===== src/rtl/float_to_engineering_text_top_macros.svh =====
// ----------------------------------------------------------------------------
// float_to_engineering_text_top_macros
// Assertion macros shared by the float to engineering text block.
// ----------------------------------------------------------------------------
`ifndef FLOAT_TO_ENGINEERING_TEXT_TOP_MACROS_SVH
`define FLOAT_TO_ENGINEERING_TEXT_TOP_MACROS_SVH

// same-cycle implication
`define FTE_ASSERT_NOW(lbl, ante, cons, msg) \
	lbl: assert property (@(posedge clk) disable iff (!arst_n) (ante) |-> (cons)) \
		else $error(msg);

// next-cycle implication
`define FTE_ASSERT_NEXT(lbl, ante, cons, msg) \
	lbl: assert property (@(posedge clk) disable iff (!arst_n) (ante) |=> (cons)) \
		else $error(msg);

`endif


===== src/rtl/fte_pkg.sv =====
// ----------------------------------------------------------------------------
// fte_pkg
// Types, constants and helpers of the float to engineering text block.
// ----------------------------------------------------------------------------
package fte_pkg;

	localparam int WIDE_W      = 160;
	localparam int MANT_DIGITS = 4;
	localparam int DIG_IDX_W   = $clog2(MANT_DIGITS);

	localparam logic [7:0] ASCII_ZERO  = 8'h30;
	localparam logic [7:0] ASCII_DOT   = 8'h2E;
	localparam logic [7:0] ASCII_MINUS = 8'h2D;
	localparam logic [7:0] ASCII_SPACE = 8'h20;

	typedef logic [WIDE_W-1:0] wide_t;

	typedef enum logic [1:0] {
		KIND_NUM,
		KIND_ZERO,
		KIND_INVALID
	} kind_t;

	typedef struct packed {
		logic              neg;
		kind_t             kind;
		logic [23:0]       mant;
		logic signed [8:0] bexp2;
	} item_t;

	typedef enum logic [2:0] {
		ST_IDLE,
		ST_LOAD,
		ST_NORM_UP,
		ST_NORM_DN,
		ST_DIGIT,
		ST_DONE
	} state_t;

	function automatic wide_t mul10(input wide_t x);
		mul10 = (x << 3) + (x << 1);
	endfunction

endpackage


===== src/rtl/fte_front.sv =====
// ----------------------------------------------------------------------------
// fte_front
// Decodes the single-precision pattern into sign, class, mantissa and
// binary exponent.
// ----------------------------------------------------------------------------
module fte_front import fte_pkg::*; (
	input  logic [31:0] value_bits,
	output item_t       item
);

	logic [7:0]  bexp;
	logic [22:0] frac;

	assign bexp = value_bits[30:23];
	assign frac = value_bits[22:0];

	always_comb begin
		item.neg   = value_bits[31];
		item.mant  = (bexp == 8'd0) ? {1'b0, frac} : {1'b1, frac};
		item.bexp2 = (bexp == 8'd0) ? -9'sd149 : $signed({1'b0, bexp}) - 9'sd150;
		if (bexp == 8'hFF) begin
			item.kind = KIND_INVALID;
		end else if (bexp == 8'd0 && frac == 23'd0) begin
			item.kind = KIND_ZERO;
			item.neg  = 1'b0;
		end else begin
			item.kind = KIND_NUM;
		end
	end

endmodule


===== src/rtl/fte_fifo.sv =====
// ----------------------------------------------------------------------------
// fte_fifo
// Two-entry queue of decoded items between front and back.
// ----------------------------------------------------------------------------
module fte_fifo import fte_pkg::*; (
	input  logic  clk,
	input  logic  arst_n,
	input  logic  push,
	input  item_t push_item,
	output logic  full,
	input  logic  pop,
	output logic  head_valid,
	output item_t head_item
);

	item_t       entry_q [2];
	logic        wptr_q;
	logic        rptr_q;
	logic [1:0]  count_q;

	assign full       = (count_q == 2'd2);
	assign head_valid = (count_q != 2'd0);
	assign head_item  = entry_q[rptr_q];

	always_ff @(posedge clk or negedge arst_n) begin
		if (!arst_n) begin
			wptr_q  <= 1'b0;
			rptr_q  <= 1'b0;
			count_q <= 2'd0;
		end else begin
			if (push) wptr_q <= ~wptr_q;
			if (pop)  rptr_q <= ~rptr_q;
			count_q <= count_q + {1'b0, push} - {1'b0, pop};
		end
	end

	always_ff @(posedge clk) begin
		if (push) entry_q[wptr_q] <= push_item;
	end

endmodule


===== src/rtl/fte_back.sv =====
// ----------------------------------------------------------------------------
// fte_back
// Normalizes the exact ratio by tens, extracts digits by repeated
// subtraction and formats the text field.
// ----------------------------------------------------------------------------
module fte_back import fte_pkg::*; (
	input  logic        clk,
	input  logic        arst_n,
	input  logic        head_valid,
	input  item_t       head_item,
	output logic        pop,
	output logic        strobe,
	output logic [7:0]  char_sign,
	output logic [7:0]  char_pos1,
	output logic [7:0]  char_pos2,
	output logic [7:0]  char_pos3,
	output logic [7:0]  char_pos4,
	output logic [7:0]  char_pos5,
	output logic [7:0]  char_exp_sign,
	output logic [7:0]  char_exp_tens,
	output logic [7:0]  char_exp_ones,
	output logic        invalid
);

	state_t            state_q, state_d;
	item_t             item_q;
	wide_t             num_q, den_q;
	wide_t             den10;
	logic signed [7:0] dec_q;
	logic [1:0]        rem_q;
	logic [3:0]        dcount_q;
	logic [DIG_IDX_W-1:0] didx_q;
	logic [3:0]        digit_q [MANT_DIGITS];

	logic [7:0]        dch [MANT_DIGITS];
	logic signed [7:0] exp_fin;
	logic [6:0]        mag;
	logic [3:0]        tens;
	logic [3:0]        ones;

	assign den10 = mul10(den_q);

	always_ff @(posedge clk or negedge arst_n) begin
		if (!arst_n) state_q <= ST_IDLE;
		else         state_q <= state_d;
	end

	always_comb begin
		state_d = state_q;
		pop     = 1'b0;
		strobe  = 1'b0;
		case (state_q)
			ST_IDLE: begin
				if (head_valid) begin
					pop     = 1'b1;
					state_d = ST_LOAD;
				end
			end
			ST_LOAD: begin
				if (item_q.kind == KIND_NUM) state_d = ST_NORM_UP;
				else                         state_d = ST_DONE;
			end
			ST_NORM_UP: begin
				if (num_q < den10) state_d = ST_NORM_DN;
			end
			ST_NORM_DN: begin
				if (num_q >= den_q) state_d = ST_DIGIT;
			end
			ST_DIGIT: begin
				if (num_q < den_q && didx_q == DIG_IDX_W'(MANT_DIGITS - 1))
					state_d = ST_DONE;
			end
			ST_DONE: begin
				strobe  = 1'b1;
				state_d = ST_IDLE;
			end
			default: state_d = ST_IDLE;
		endcase
	end

	always_ff @(posedge clk) begin
		case (state_q)
			ST_IDLE: begin
				if (head_valid) item_q <= head_item;
			end
			ST_LOAD: begin
				dec_q    <= 8'sd0;
				rem_q    <= 2'd0;
				dcount_q <= 4'd0;
				didx_q   <= '0;
				for (int i = 0; i < MANT_DIGITS; i++) digit_q[i] <= 4'd0;
				if (item_q.bexp2 >= 0) begin
					num_q <= WIDE_W'(item_q.mant) << item_q.bexp2[7:0];
					den_q <= WIDE_W'(1);
				end else begin
					num_q <= WIDE_W'(item_q.mant);
					den_q <= WIDE_W'(1) << (8'(-item_q.bexp2));
				end
			end
			ST_NORM_UP: begin
				if (num_q >= den10) begin
					den_q <= den10;
					dec_q <= dec_q + 8'sd1;
					rem_q <= (rem_q == 2'd2) ? 2'd0 : rem_q + 2'd1;
				end
			end
			ST_NORM_DN: begin
				if (num_q < den_q) begin
					num_q <= mul10(num_q);
					dec_q <= dec_q - 8'sd1;
					rem_q <= (rem_q == 2'd0) ? 2'd2 : rem_q - 2'd1;
				end
			end
			ST_DIGIT: begin
				if (num_q >= den_q) begin
					num_q    <= num_q - den_q;
					dcount_q <= dcount_q + 4'd1;
				end else begin
					digit_q[didx_q] <= dcount_q;
					num_q           <= mul10(num_q);
					dcount_q        <= 4'd0;
					didx_q          <= didx_q + DIG_IDX_W'(1);
				end
			end
			default: ;
		endcase
	end

	always_comb begin
		for (int i = 0; i < MANT_DIGITS; i++) dch[i] = ASCII_ZERO + {4'd0, digit_q[i]};
		exp_fin = dec_q - $signed({6'd0, rem_q});
		mag     = (exp_fin < 0) ? 7'(-exp_fin) : 7'(exp_fin);
		if (mag > 7'd99) mag = 7'd99;
		tens = 4'd0;
		ones = 4'(mag);
		for (int i = 0; i < 9; i++) begin
			if ({3'd0, ones} >= 7'd10 || mag >= 7'(10 * (i + 1))) begin
				if (mag >= 7'(10 * (i + 1))) tens = 4'(i + 1);
			end
		end
		ones = 4'(mag - 7'(tens) * 7'd10);

		invalid       = (item_q.kind == KIND_INVALID);
		char_sign     = item_q.neg ? ASCII_MINUS : ASCII_SPACE;
		char_pos1     = dch[0];
		char_pos2     = (rem_q == 2'd0) ? ASCII_DOT : dch[1];
		char_pos3     = (rem_q == 2'd0) ? dch[1] : (rem_q == 2'd1) ? ASCII_DOT : dch[2];
		char_pos4     = (rem_q == 2'd2) ? ASCII_DOT : dch[2];
		char_pos5     = dch[3];
		char_exp_sign = (exp_fin < 0) ? ASCII_MINUS : ASCII_SPACE;
		char_exp_tens = ASCII_ZERO + {4'd0, tens};
		char_exp_ones = ASCII_ZERO + {4'd0, ones};
		if (invalid) begin
			char_sign     = 8'd0;
			char_pos1     = 8'd0;
			char_pos2     = 8'd0;
			char_pos3     = 8'd0;
			char_pos4     = 8'd0;
			char_pos5     = 8'd0;
			char_exp_sign = 8'd0;
			char_exp_tens = 8'd0;
			char_exp_ones = 8'd0;
		end
	end

endmodule


===== src/rtl/float_to_engineering_text_top.sv =====
// Sequence: zero, infinity and NaN go from the queue through load straight to done;
// other values pass through normalization by decades and then four digit extractions.
// Throughput: one word per conversion; the 160-bit compare-subtract loop sets it.
// A two-entry queue takes new words while a conversion runs; busy means it is full.
// Reset clears the queue and the sequencer; no clearing pass is needed.
// ----------------------------------------------------------------------------
// float_to_engineering_text_top
// Single-precision value to nine-character engineering-notation text.
// ----------------------------------------------------------------------------
`include "float_to_engineering_text_top_macros.svh"

module float_to_engineering_text_top import fte_pkg::*; (
	input  logic        clk,
	input  logic        arst_n,
	input  logic        start,
	output logic        busy,
	input  logic [31:0] value_bits,
	output logic        strobe,
	output logic [7:0]  char_sign,
	output logic [7:0]  char_pos1,
	output logic [7:0]  char_pos2,
	output logic [7:0]  char_pos3,
	output logic [7:0]  char_pos4,
	output logic [7:0]  char_pos5,
	output logic [7:0]  char_exp_sign,
	output logic [7:0]  char_exp_tens,
	output logic [7:0]  char_exp_ones,
	output logic        invalid
);

	item_t front_item, head_item;
	logic  full, head_valid, pop;

	assign busy = full;

	fte_front u_front (
		.value_bits (value_bits),
		.item       (front_item)
	);

	fte_fifo u_fifo (
		.clk        (clk),
		.arst_n     (arst_n),
		.push       (start && !full),
		.push_item  (front_item),
		.full       (full),
		.pop        (pop),
		.head_valid (head_valid),
		.head_item  (head_item)
	);

	fte_back u_back (
		.clk           (clk),
		.arst_n        (arst_n),
		.head_valid    (head_valid),
		.head_item     (head_item),
		.pop           (pop),
		.strobe        (strobe),
		.char_sign     (char_sign),
		.char_pos1     (char_pos1),
		.char_pos2     (char_pos2),
		.char_pos3     (char_pos3),
		.char_pos4     (char_pos4),
		.char_pos5     (char_pos5),
		.char_exp_sign (char_exp_sign),
		.char_exp_tens (char_exp_tens),
		.char_exp_ones (char_exp_ones),
		.invalid       (invalid)
	);

	`FTE_ASSERT_NEXT(a_strobe_single, strobe, !strobe, "strobe held for two cycles")
	`FTE_ASSERT_NOW(a_invalid_blank, strobe && invalid, char_pos1 == 8'd0, "invalid word not blank")
	`FTE_ASSERT_NOW(a_lead_digit, strobe && !invalid, char_pos1 >= ASCII_ZERO && char_pos1 <= 8'h39, "bad lead")
	`FTE_ASSERT_NOW(a_point, strobe && !invalid, char_pos2 == ASCII_DOT || char_pos3 == ASCII_DOT || char_pos4 == ASCII_DOT, "no point")

endmodule


===== config.mk =====
export PLATFORM = sky130hd
export DESIGN_NAME = float_to_engineering_text_top
export DESIGN_NICKNAME = d
export VERILOG_FILES = /design/src/rtl/fte_pkg.sv /design/src/rtl/fte_front.sv /design/src/rtl/fte_fifo.sv /design/src/rtl/fte_back.sv /design/src/rtl/float_to_engineering_text_top.sv
export VERILOG_INCLUDE_DIRS = /design/src /design/src/rtl
export SDC_FILE = /design/constraint.sdc
export NUM_CORES = 2
export LEC_CHECK = 0
export ABC_CLOCK_PERIOD_IN_PS = 41800
export BUFFER_PORTS_ARGS = -buffer_cell sky130_fd_sc_hd__buf_2
export CORE_ASPECT_RATIO = 1.5
export CORE_MARGIN = 3
export CORE_UTILIZATION = 37
export DETAILED_ROUTE_END_ITERATION = 10
export PLACE_DENSITY = 0.63
export SLEW_MARGIN = 20
export SYNTH_ARGS = -nofsm -noshare
export SYNTH_HDL_FRONTEND = slang
export SYNTH_SLANG_ARGS = --single-unit
export TNS_END_PERCENT = 20

===== constraint.sdc =====
create_clock -name clk -period 41.8 [get_ports clk]
set_input_delay 8.36 -clock clk [delete_from_list [all_inputs] [get_ports clk]]
set_output_delay 8.36 -clock clk [all_outputs]
set_load 0.01 [all_outputs]

==> impl_metrics.sql <==
INSERT INTO impl_metrics (metric_group, metric, value, unit) VALUES
('flow_run', 'cap_viol_max_count', '0', ''),
('yosys', 'postSynth.topFlopCell', 'edfxtp_1', ''),
('clock_tree', 'clock-sinks', '467', ''),
('clock_tree', 'cts_resized', '0', ''),
('floorplan', 'floorplan.die.height', '489', 'um'),
('yosys', 'netlist.top_cell.by_area', 'edfxtp_1', ''),
('worst_setup_path', 'critPathRequiredTime', '33.44', 'ns'),
('clock_tree', 'holdBufCountCts', '0', ''),
('timing', 'final-max-slew-violation-count', '0', ''),
('placement', 'dpl.hpwl', '234000', 'um'),
('detailed_routing', 'drtAntennaViolNets', '0', ''),
('timing', 'tightestPinTransition', '1.40', 'ns'),
('yosys', 'ys_seq_area_frac', '0.243', ''),
('detailed_routing', 'wl', '287000', 'um'),
('yosys', 'ys_async_sr_fraction', '0.0150', ''),
('floorplan', 'initial_core_util', '0.374', ''),
('global_route', 'via_count_of_the_first_global_routing_pass', '58100', ''),
('global_route', 'grt_overflow', '0', ''),
('floorplan', 'die-area', '161000', 'sq um'),
('yosys', 'yosys_register_bits', '467', ''),
('cells_and_area', 'num-nets-final', '7816', ''),
('clock_tree', 'tritoncts', 'done', ''),
('worst_setup_path', 'cpMaxStageDelayCell', 'xnor2_1', ''),
('detailed_routing', 'vias_cell', '6.48', ''),
('worst_setup_path', 'timing.critical_path.cells', 'inv_1 > ha_1 > a21o_1 > nor4_1 > nor3b_1 > xnor2_1 > a41o_1 > xnor2_1 > o211ai_1 > o31ai_1 > a221oi_1 > mux2i_1 > inv_1 > ha_1 > fa_1 > xnor2_1 > xnor2_1 > nor2_1 > buf_2', ''),
('timing', 'hold_viol_final', '0', ''),
('floorplan', 'coreArea', '154000', 'sq um'),
('yosys', 'synth_xor_area_frac', '0.0746', ''),
('detailed_routing', 'detail_route.drc_violations', '0', ''),
('timing', 'final.setup.tns', '0', 'ns'),
('timing', 'rsz0062_at_grt', 'false', ''),
('timing', 'setup_viol_count_final', '0', ''),
('worst_setup_path', 'cp_max_fo', '13', ''),
('cells_and_area', 'post_route_cells_drive_above_1_share', '0.0602', ''),
('global_route', 'grt_util_all_layers', '0.343', ''),
('placement', 'routabilityCongestion', '1.08', ''),
('timing', 'timing.fmax', '0.0716', 'GHz'),
('clock_tree', 'cts_buffers', '54', ''),
('clock_tree', 'cts-root-to-sink-buffers', '3', ''),
('yosys', 'synth_area', '57600', 'sq um'),
('yosys', 'syn-mean-instance-area', '7.91', 'sq um'),
('cells_and_area', 'layout-area-overhead-vs-synth', '7.10', '%'),
('detailed_routing', 'initialDrtViolationCount', '5958', ''),
('timing', 'finClkSkew', '0.0397', 'ns'),
('clock_tree', 'cts_setup_buffers', '0', ''),
('global_route', 'maximum_number_of_pins_on_one_net_before_global_route_repair', '78', ''),
('yosys', 'post_synth_num_cell_types', '110', ''),
('yosys', 'yosysTopAreaCellShare', '0.240', ''),
('clock_tree', 'clkTransAtPathRegs', '0.06', 'ns'),
('global_route', 'grt_pass1_wl', '402000', 'um'),
('yosys', 'count_of_flip_flops_with_a_built_in_enable_after_synthesis', '460', ''),
('clock_tree', 'clock_insertion_delay_worst_skew', '0.74', 'ns'),
('status', 'run_status', 'complete, no violations', ''),
('yosys', 'synthesized_area_fraction_occupied_by_adder_cells', '0.144', ''),
('yosys', 'synth_compound_area_frac', '0.288', ''),
('timing', 'timing.final.crit_period', '13.96', 'ns'),
('worst_setup_path', 'cp_data_arrival_time', '5.60', 'ns'),
('yosys', 'ys_top_cells_by_area', 'edfxtp_1 24%, ha_1 14%, a21oi_1 7.3%, nand2_1 4.9%, o21ai_0 4.4%', ''),
('worst_setup_path', 'critical_path.most_common_cell', 'xnor2_1', ''),
('clock_tree', 'number_of_levels_in_the_clock_h_tree', '2', ''),
('global_route', 'initial_antenna_violation_count', '39', ''),
('floorplan', 'placement_rows', '176', ''),
('cells_and_area', 'most-common-layout-cells', '842 x a21oi_1, 749 x nand2_1, 654 x ha_1, 528 x nor2_1, 511 x o21ai_0', ''),
('worst_setup_path', 'crit_path_capture_type', 'output pin', ''),
('cells_and_area', 'final_common_cell', 'a21oi_1', ''),
('worst_hold_path', 'hold_path.class', 'reg -> reg', ''),
('timing', 'final_min_period_over_clock_period', '0.334', ''),
('detailed_routing', 'via_count', '59800', ''),
('placement', 'place.port_buffers', '87', ''),
('floorplan', 'design.portCount', '110', ''),
('worst_setup_path', 'crit_path_start_kind', 'flip-flop', '');
-- critical path: cells and delay by family (launching register included) --
kind,cells,cell delay (ns)
AO/OA/AOI/OAI,5,0.86
XOR/XNOR,4,1.30
adder cells (fa/ha/maj),3,0.85
buffers and inverters,3,0.44
flip-flops,1,0.42
multiplexers,1,0.34
AND/OR/NAND/NOR,3,0.68
-- cell families (layout without fill, tap and decap cells) --
| logic type | count (synthesis) | count (layout) |
|---|---|---|
| AO/OA/AOI/OAI | 2633 | 2633 |
| AND/OR/NAND/NOR | 2168 | 2168 |
| buffers and inverters | 771 | 627 |
| adder cells (fa/ha/maj) | 661 | 661 |
| XOR/XNOR | 491 | 491 |
| flip-flops | 467 | 467 |
| multiplexers | 91 | 91 |
| other | 1 | 45 |
-- sequential cells by signal, indices dropped and copies added, names as in the netlist --
signal	count
u_fifo.count_q	2
u_fifo.rptr_q	1
u_back.didx_q	2
u_back.num_q	160
u_back.state_q	3
u_back.item_q	36
u_back.digit_q	16
u_back.rem_q	2
u_back.den_q	160
u_back.dec_q	8
u_fifo.entry_q	72
u_fifo.wptr_q	1
u_back.dcount_q	4
-- stage by stage --
step	util	hold WS (ns)	cells	setup slack (ns)	area, sq um
4_1_cts	0.400	0.512	9200	27.73	61500
3_3_place_gp	0.387	0.492	9105	28.54	59600
3_5_place_dp	0.387	0.504	9105	28.47	59600
5_1_grt	0.400	0.545	9208	27.26	61600
2_1_floorplan	-	0.461	7304	28.51	57700
6_report	0.401	0.516	9230	27.84	61700
-- layer usage --
layer	track usage	share of wire
met5	0	0.00068
met4	0.321	0.11
met3	0.0823	0.072
met2	0.596	0.48
met1	0.334	0.33
-- path summary, 6_finish.rpt --
| path | start | cells past startpoint | slack [ns] | endpoint |
|---|---|---|---|---|
| max in group asynchronous | arst_n | 1 | 34.12 | u_back.state_q[0]$_DFFE_PN0P_ |
| min reg2reg | u_fifo.count_q[1]$_DFF_PN0_ | 1 | 0.52 | u_fifo.count_q[1]$_DFF_PN0_ |
| max | u_back.rem_q[1]$_DFFE_PP_ | 19 | 27.84 | char_exp_ones[3] |
| max reg2reg | u_back.den_q[19]$_DFFE_PP_ | 31 | 29.15 | u_back.den_q[76]$_DFFE_PP_ |
| min in group asynchronous | arst_n | 1 | 7.50 | u_fifo.count_q[0]$_DFF_PN0_ |
| min | u_fifo.count_q[1]$_DFF_PN0_ | 1 | 0.52 | u_fifo.count_q[1]$_DFF_PN0_ |
-- cells in the mapped netlist, drive strengths merged, types with 41 or more instances --
| cell type | n |
|---|---|
| and2 | 51 |
| nor3 | 138 |
| inv | 360 |
| a211oi | 50 |
| xnor2 | 287 |
| ha | 654 |
| a21oi | 852 |
| o22ai | 190 |
| clkbuf | 312 |
| edfxtp | 460 |
| o211ai | 50 |
| nand2b | 46 |
| o21a | 75 |
| xor2 | 204 |
| o21bai | 161 |
| nand4 | 263 |
| mux2 | 49 |
| buf | 99 |
| nor4 | 46 |
| a31oi | 62 |
| nor2 | 535 |
| nand3 | 106 |
| o31ai | 41 |
| a21o | 233 |
| o221ai | 90 |
| nand2 | 754 |
| a22oi | 50 |
| o21ai | 557 |
| nor2b | 83 |
-- cell type report --
class,instances,area [sq um]
antenna,23,57.6
fill,15900,92200
multi-input combinational,6066,40700
clock inverter,34,519
timing repair buffer,172,1080
sequential,467,14000
tap,2047,2560
inverter,360,1350
clock buffer,61,1410
Power is not shown: default switching activity piles up to over one toggle a cycle in this logic, so the estimate is an artifact.
